===== src/hdl/fifo_with_second_max_query_defines.svh =====
// Assertion macros shared by the FIFO second-highest query block.
// Used by fsmq_rank and fifo_with_second_max_query; expects clk_i and rst_ni in scope.
`ifndef FIFO_WITH_SECOND_MAX_QUERY_DEFINES_SVH
`define FIFO_WITH_SECOND_MAX_QUERY_DEFINES_SVH

// Consequent must hold in the same cycle as the antecedent
`define FSMQ_ASSERT_NOW(lbl, ante, cons, msg) \
  lbl: assert property (@(posedge clk_i) disable iff (!rst_ni) (ante) |-> (cons)) \
    else $error(msg);

// Consequent must hold in the cycle after the antecedent
`define FSMQ_ASSERT_NEXT(lbl, ante, cons, msg) \
  lbl: assert property (@(posedge clk_i) disable iff (!rst_ni) (ante) |=> (cons)) \
    else $error(msg);

`endif


===== src/hdl/fsmq_pkg.sv =====
// Package for the FIFO with second-highest query: sizes, kind codes, item types.
// No dependencies; imported by fsmq_rank and fifo_with_second_max_query.
`timescale 1ns / 1ps
`default_nettype none

package fsmq_pkg;

  localparam int DEPTH      = 16;
  localparam int VALUE_BITS = 32;
  localparam int IDX_W      = $clog2(DEPTH);
  localparam int CNT_W      = $clog2(DEPTH + 1);

  // Item kinds
  localparam logic [1:0] KIND_PUSH  = 2'd0;
  localparam logic [1:0] KIND_POP   = 2'd1;
  localparam logic [1:0] KIND_QUERY = 2'd2;

  typedef struct packed {
    logic [1:0]                   kind;
    logic signed [VALUE_BITS-1:0] value;
  } in_item_t;

  typedef struct packed {
    logic signed [VALUE_BITS-1:0] front_value;
    logic [CNT_W-1:0]             entry_count;
    logic                         push_dropped;
    logic signed [VALUE_BITS-1:0] second_value;
    logic                         second_found;
  } out_item_t;

  // Step a ring index, wrapping at DEPTH
  function automatic logic [IDX_W-1:0] ring_next(input logic [IDX_W-1:0] idx);
    logic [IDX_W-1:0] res;
    if (idx == IDX_W'(DEPTH - 1)) begin
      res = '0;
    end else begin
      res = idx + IDX_W'(1);
    end
    return res;
  endfunction

endpackage

`default_nettype wire


===== src/hdl/fsmq_rank.sv =====
// Compare unit: keeps the highest and second-highest distinct value seen.
// Depends on fsmq_pkg and the assertion macros in fifo_with_second_max_query_defines.svh.
`timescale 1ns / 1ps
`default_nettype none
`include "fifo_with_second_max_query_defines.svh"

module fsmq_rank
  import fsmq_pkg::*;
(
  input  wire logic                         clk_i,
  input  wire logic                         rst_ni,
  input  wire logic                         clear_i,
  input  wire logic                         en_i,
  input  wire logic signed [VALUE_BITS-1:0] data_i,
  output logic                              found_o,
  output logic signed [VALUE_BITS-1:0]      second_o
);

  logic                         have_first_q, have_first_d;
  logic                         have_second_q, have_second_d;
  logic signed [VALUE_BITS-1:0] first_q, first_d;
  logic signed [VALUE_BITS-1:0] second_q, second_d;

  // One entry per cycle against the running pair, taken only while en_i is high
  always_comb begin
    have_first_d  = have_first_q;
    have_second_d = have_second_q;
    first_d       = first_q;
    second_d      = second_q;
    if (clear_i) begin
      have_first_d  = 1'b0;
      have_second_d = 1'b0;
    end else if (en_i) begin
      if (!have_first_q || (data_i > first_q)) begin
        if (have_first_q) begin
          have_second_d = 1'b1;
          second_d      = first_q;
        end
        have_first_d = 1'b1;
        first_d      = data_i;
      end else if ((data_i != first_q) && (!have_second_q || (data_i > second_q))) begin
        have_second_d = 1'b1;
        second_d      = data_i;
      end
    end
  end

  // Flags reset; values only matter once flagged
  always_ff @(posedge clk_i or negedge rst_ni) begin
    if (!rst_ni) begin
      have_first_q  <= 1'b0;
      have_second_q <= 1'b0;
    end else begin
      have_first_q  <= have_first_d;
      have_second_q <= have_second_d;
    end
  end

  always_ff @(posedge clk_i) begin
    first_q  <= first_d;
    second_q <= second_d;
  end

  assign found_o  = have_second_q;
  assign second_o = have_second_q ? second_q : '0;

  `FSMQ_ASSERT_NOW(a_second_needs_first, have_second_q, have_first_q, "second without first")
  `FSMQ_ASSERT_NOW(a_second_below_first, have_second_q, second_q < first_q, "second not below first")
  `FSMQ_ASSERT_NEXT(a_clear_drops_found, clear_i, !have_second_q, "clear left found set")

endmodule

`default_nettype wire


===== src/hdl/fifo_with_second_max_query.sv =====
// Sequence: push, pop, unused kind and a query on fewer than two entries step
// through S_FRONT and S_OUT, and done_o is high in S_OUT. A query with n >= 2 entries
// held steps through S_SCAN, S_DRAIN, S_FRONT and S_OUT; S_SCAN reads one ring entry
// per cycle into the compare unit. Busy stays high through the done_o cycle, so the
// next item is not taken before the sequencer is back in S_IDLE.
// Reset (rst_ni low, asynchronous) empties the queue; ring contents are not cleared.
`timescale 1ns / 1ps
`default_nettype none
`include "fifo_with_second_max_query_defines.svh"

module fifo_with_second_max_query
  import fsmq_pkg::*;
(
  input  wire logic      clk_i,
  input  wire logic      rst_ni,
  input  wire logic      start,
  input  wire in_item_t  item_i,
  output logic           busy,
  output logic           done_o,
  output out_item_t      result_o
);

  // Sequencer codes
  localparam logic [2:0] S_IDLE  = 3'd0;
  localparam logic [2:0] S_SCAN  = 3'd1;
  localparam logic [2:0] S_DRAIN = 3'd2;
  localparam logic [2:0] S_FRONT = 3'd3;
  localparam logic [2:0] S_OUT   = 3'd4;

  logic [2:0]       state_q, state_d;
  logic [IDX_W-1:0] oldest_q, oldest_d;
  logic [IDX_W-1:0] wr_q, wr_d;
  logic [CNT_W-1:0] count_q, count_d;
  logic [IDX_W-1:0] scan_idx_q, scan_idx_d;
  logic [CNT_W-1:0] scan_n_q, scan_n_d;
  logic             rd_vld_q, rd_vld_d;
  logic             dropped_q, dropped_d;

  logic                         accept;
  logic                         mem_we;
  logic [IDX_W-1:0]             raddr;
  logic signed [VALUE_BITS-1:0] rdata_q;
  logic signed [VALUE_BITS-1:0] mem [DEPTH];

  logic                         rank_found;
  logic signed [VALUE_BITS-1:0] rank_second;

  assign accept = start && !busy;

  // Sequencer and ring pointers
  always_comb begin
    state_d    = state_q;
    oldest_d   = oldest_q;
    wr_d       = wr_q;
    count_d    = count_q;
    scan_idx_d = scan_idx_q;
    scan_n_d   = scan_n_q;
    dropped_d  = dropped_q;
    rd_vld_d   = 1'b0;
    mem_we     = 1'b0;
    raddr      = oldest_q;
    case (state_q)
      S_IDLE: begin
        if (accept) begin
          dropped_d = 1'b0;
          state_d   = S_FRONT;
          case (item_i.kind)
            KIND_PUSH: begin
              if (count_q == CNT_W'(DEPTH)) begin
                dropped_d = 1'b1;
              end else begin
                mem_we  = 1'b1;
                wr_d    = ring_next(wr_q);
                count_d = count_q + CNT_W'(1);
              end
            end
            KIND_POP: begin
              if (count_q != '0) begin
                oldest_d = ring_next(oldest_q);
                count_d  = count_q - CNT_W'(1);
              end
            end
            KIND_QUERY: begin
              if (count_q >= CNT_W'(2)) begin
                state_d    = S_SCAN;
                scan_idx_d = oldest_q;
                scan_n_d   = '0;
              end
            end
            default: begin
              state_d = S_FRONT;
            end
          endcase
        end
      end
      S_SCAN: begin
        raddr      = scan_idx_q;
        rd_vld_d   = 1'b1;
        scan_idx_d = ring_next(scan_idx_q);
        scan_n_d   = scan_n_q + CNT_W'(1);
        if (scan_n_q == count_q - CNT_W'(1)) begin
          state_d = S_DRAIN;
        end
      end
      S_DRAIN: begin
        state_d = S_FRONT;
      end
      S_FRONT: begin
        raddr   = oldest_q;
        state_d = S_OUT;
      end
      S_OUT: begin
        state_d = S_IDLE;
      end
      default: begin
        state_d = S_IDLE;
      end
    endcase
  end

  always_ff @(posedge clk_i or negedge rst_ni) begin
    if (!rst_ni) begin
      state_q    <= S_IDLE;
      oldest_q   <= '0;
      wr_q       <= '0;
      count_q    <= '0;
      scan_idx_q <= '0;
      scan_n_q   <= '0;
      rd_vld_q   <= 1'b0;
      dropped_q  <= 1'b0;
    end else begin
      state_q    <= state_d;
      oldest_q   <= oldest_d;
      wr_q       <= wr_d;
      count_q    <= count_d;
      scan_idx_q <= scan_idx_d;
      scan_n_q   <= scan_n_d;
      rd_vld_q   <= rd_vld_d;
      dropped_q  <= dropped_d;
    end
  end

  // Ring memory, one write and one registered read per cycle
  always_ff @(posedge clk_i) begin
    if (mem_we) begin
      mem[wr_q] <= item_i.value;
    end
    rdata_q <= mem[raddr];
  end

  // Compare unit fed by the scan reads
  fsmq_rank u_rank (
    .clk_i    (clk_i),
    .rst_ni   (rst_ni),
    .clear_i  (accept),
    .en_i     (rd_vld_q),
    .data_i   (rdata_q),
    .found_o  (rank_found),
    .second_o (rank_second)
  );

  // Result assembly
  assign busy   = (state_q != S_IDLE);
  assign done_o = (state_q == S_OUT);

  always_comb begin
    result_o.front_value  = (count_q == '0) ? {VALUE_BITS{1'b1}} : rdata_q;
    result_o.entry_count  = count_q;
    result_o.push_dropped = dropped_q;
    result_o.second_value = rank_second;
    result_o.second_found = rank_found;
  end

  `FSMQ_ASSERT_NOW(a_count_bound, 1'b1, count_q <= CNT_W'(DEPTH), "entry count above depth")
  `FSMQ_ASSERT_NOW(a_scan_needs_two, state_q == S_SCAN, count_q >= CNT_W'(2), "scan with under two entries")
  `FSMQ_ASSERT_NEXT(a_done_frees, done_o, !busy && !done_o, "busy held after result")
  `FSMQ_ASSERT_NEXT(a_pop_empty, accept && item_i.kind == KIND_POP && count_q == '0, count_q == '0, "pop on empty changed count")

endmodule

`default_nettype wire

===== config.mk =====
export PLATFORM = sky130hd
export DESIGN_NAME = fifo_with_second_max_query
export DESIGN_NICKNAME = d
export VERILOG_FILES = /design/src/hdl/fsmq_pkg.sv /design/src/hdl/fsmq_rank.sv /design/src/hdl/fifo_with_second_max_query.sv
export VERILOG_INCLUDE_DIRS = /design/src /design/src/hdl
export SDC_FILE = /design/constraint.sdc
export NUM_CORES = 1
export LEC_CHECK = 0
export BUFFER_PORTS_ARGS = -buffer_cell sky130_fd_sc_hd__buf_2
export CORE_UTILIZATION = 66
export DETAILED_ROUTE_END_ITERATION = 8
export PLACE_DENSITY = 0.88
export SETUP_SLACK_MARGIN = 0.2
export SYNTH_ARGS = -nofsm -noshare
export SYNTH_HDL_FRONTEND = slang
export SYNTH_HIERARCHICAL = 1
export SYNTH_SLANG_ARGS = --single-unit

===== constraint.sdc =====
create_clock -name clk_i -period 11.65 [get_ports clk_i]
set_input_delay 0.5825 -clock clk_i [delete_from_list [all_inputs] [get_ports clk_i]]
set_output_delay 0.5825 -clock clk_i [all_outputs]
set_load 0.05 [all_outputs]

==> impl_results.md <==
- Die X: between 200 and 250 um
- Final period util: a little over 40%
- Fin util: approximately three quarters
- CTS buffer count: between 50 and 60
- Final GP Congestion: 0.856
- F_max: between 0.2 and 0.25 GHz
- Root cell of the clock tree: clkbuf_16
- CP Class: reg -> reg
- Die H: just over 200 um
- Pwr dens: 268 nW/um2
- Flops & latches, synth: between 600 and 700
- Initial Util: between 60% and 70%
- Share of cells above drive strength 1: between 10% and 20%
- Seq. cell area: ~19,000 um2
- Clock Skew: ~0.029 ns
- Unrepaired setup endpoints after global routing: no
- LEAKAGE: approximately 11 nW
- Total global-route track usage: roughly 30%
- VDD IR-drop max: roughly 0.25 mV
- Post-CTS Resized: 0
- Port Buf Inserts: between 100 and 150
- Largest net degree at the start of global routing: 70
- Most frequent CP cell: buf_4
- Final setup violation count: 0
- Skew-Pair Late Insertion Delay: 0.61 ns
- Synth unique cells: 65
- Mapped Cells: about 1,600
- CP max stage cell: buf_4
- DRC viols: 0
- Post-DRT Antenna Nets: 0
- Worst path required time: approximately 12 ns
- Hold buffer count at cts: 0
- Clock sinks: 637
- Ys async rst share: ~4.6%
- Mapped Nets: ~1,700
- Synth area leaders: edfxtp_1, mux2i_1, ha_1
- Synth top area share: 65.8%
- Multi-input logic area: 7050 um2
- Total grt overflow: 0
- Clock Tree Buf Depth: 3
- CTS tree: done
- Cell taking the most area after synthesis: edfxtp_1
- # fillers: roughly 2,100
- WL per Instance: 26.0 um
- Synth Warn #: 6
- Max cap viols: 0
- Register area share after synthesis: 71.0%
- Clock transition at the registers of the reported paths: 0.07 ns
- Iter 0 DRT Violations: 1,952
- Via density: between 6 and 7
- CP cell instances: or3b_4 -> clkinv_2 -> mux2i_4 -> buf_4 -> buf_4 -> mux2i_1 -> o22ai_1 -> or4_1
- Final wirelength: 60,700 um
- CP Data Arrival Time: 5.28 ns
- Die ar.: approximately 40,000 um2
- WHS: 0.0244 ns
- Post-synth EDFFs: between 500 and 600
- First-pass GRT wire length: ~91,000 um
- Hpwl dp: a little over 30,000 um
- Via count: ~15,000
- Initial antenna violation count: 5
- Final hold viol count: 0
- Mapped cell area: 26,300 um2
- Row count: 72
- Ys flop type: edfxtp_1
- H-tree levels: 2
- Layout area overhead: 11.3%
- CP peak stage delay: 0.98 ns
- Post-CTS Setup Repair Bufs: 0
- Drt pass-1 iters: 6
- Slew headroom: 18.9%
- Crit-path max FO: 69
- Fin nets: roughly 1,900
- Cell area after layout: approximately 30,000 um2
- Min Clock Period, post-route: between 4 and 5 ns
- Placed inst area: around 27,000 um2
- Core Area: 39,000 um2
- Slew Viols, Final: 0
- Total Power: just under 8 mW
- Num ports: between 100 and 150
- Setup crit end kind: register
- Post-Syn Area per Cell: 16.1 um2
- Setup TNS: 0 ns
- Worst-Margin Slew: around 1.2 ns
- Status: finished clean
- Setup crit start kind: register
- Vias in the first global route: between 15,000 and 20,000
- Hold WC Path Type: in -> async
placed cells by master (no fill, tap or decap), types with 34 or more instances in the layout:
cell type	synthesis	final
inv_1	74	74
clkbuf_16	0	59
nor2_1	52	48
nand2_1	42	42
buf_2	16	109
edfxtp_1	576	576
or4_1	34	34
ha_1	74	74
mux2i_1	262	261
o22ai_1	128	128
report_power, final:
| part | leakage [nW] | internal, mW | switching, mW |
|---|---|---|---|
| sequential | 5.83 | 2.75 | 0.250 |
| clock | 0.906 | 1.04 | 0.805 |
| combinational | 4.70 | 1.15 | 1.85 |
| total | 11.4 | 4.93 | 2.91 |
final cells by class:
cell class / count / area share (%)
diodes: 4 / 0.0342
inverters: 76 / 0.979
flip-flops and latches: 637 / 63.7
well taps: 518 / 2.21
clock buffers: 93 / 5.89
multi-input cells: 850 / 24.1
repair buffers: 138 / 2.61
clock inverters: 17 / 0.453
metal layers:
layer / part of all wire (%) / GRT usage (%) / routed length, um
met1: 36 / 38.3 / 21600
met2: 49 / 50.5 / 29800
met3: 11 / 5.52 / 6580
met4: 4.4 / 13.9 / 2700
met5: 0.071 / 0 / 43
kinds of logic (layout without fill, tap and decap cells):
logic type                 count (synthesis)  count (layout)  synth area share [%]
DFF                                      637             637                  71.0
muxes                                    300             300                  12.0
and+or+nand+nor                          240             240                  4.94
AOI/OAI and AO/OA                        221             221                  5.41
buffers and inverters                    149             324                  2.65
adders and majority gates                 74              74                  3.52
xor gates and xnor gates                  15              15                 0.500
other                                      0               4                     0
sequential cells by signal (all words and copies together) (netlist names):
signal,cells
rdata_q,32
wr_q,4
rd_vld_q,1
u_rank/second_q,32
oldest_q,4
u_rank/first_q,32
dropped_q,1
scan_idx_q,4
scan_n_q,5
count_q,5
u_rank/found_o,1
state_q,3
mem,512
u_rank/have_first_q,1
per-stage QoR:
step | worst slack (ns) | cells
global route | 6.63 | 2331
finish | 6.85 | 2333
global placement | 7.23 | 2219
detailed placement | 6.98 | 2219
floorplan | 6.89 | 1636
CTS | 6.89 | 2329
cells in the mapped netlist, drive strengths merged (3+ instances only):
library cell  instances
or2                  32
inv                  75
clkbuf               35
mux2i               262
o41ai                 4
nand3                14
nor2b                 4
or4                  34
o21ai                29
a21o                  5
a21oi                27
xnor2                 9
nor3                 14
mux2                 38
a31oi                 6
nor3b                 3
a211oi                4
ha                   74
nor2                 52
and2                 10
buf                  38
nand2                42
nand2b                8
xor2                  6
o22ai               128
edfxtp              576
dfxtp                32
dfrtp                29
nand4                13
critical path: cells and delay by family (launching register included):
family	cells	cell delay, ns
mux	2	0.74
simple gates	2	1.05
buf+inv	3	2.15
compound gates	1	0.16
flops	1	0.47
worst paths after layout:
check / endpoint / slack [ns] / start / cells after the start
max in group asynchronous: wr_q[0]$_DFFE_PN0P_ / 11.17 / rst_ni / 1
min reg2reg: dropped_q$_DFFE_PN0P_ / 0.49 / dropped_q$_DFFE_PN0P_ / 2
min in group clk_i: dropped_q$_DFFE_PN0P_ / 0.26 / item_i[33] / 2
min: dropped_q$_DFFE_PN0P_ / 0.02 / rst_ni / 1
max reg2reg: rdata_q[6]$_DFF_P_ / 6.85 / state_q[0]$_DFFE_PN0P_ / 8
max: rdata_q[6]$_DFF_P_ / 6.85 / state_q[0]$_DFFE_PN0P_ / 8
No activity file was read; power rests on OpenSTA's default activity.
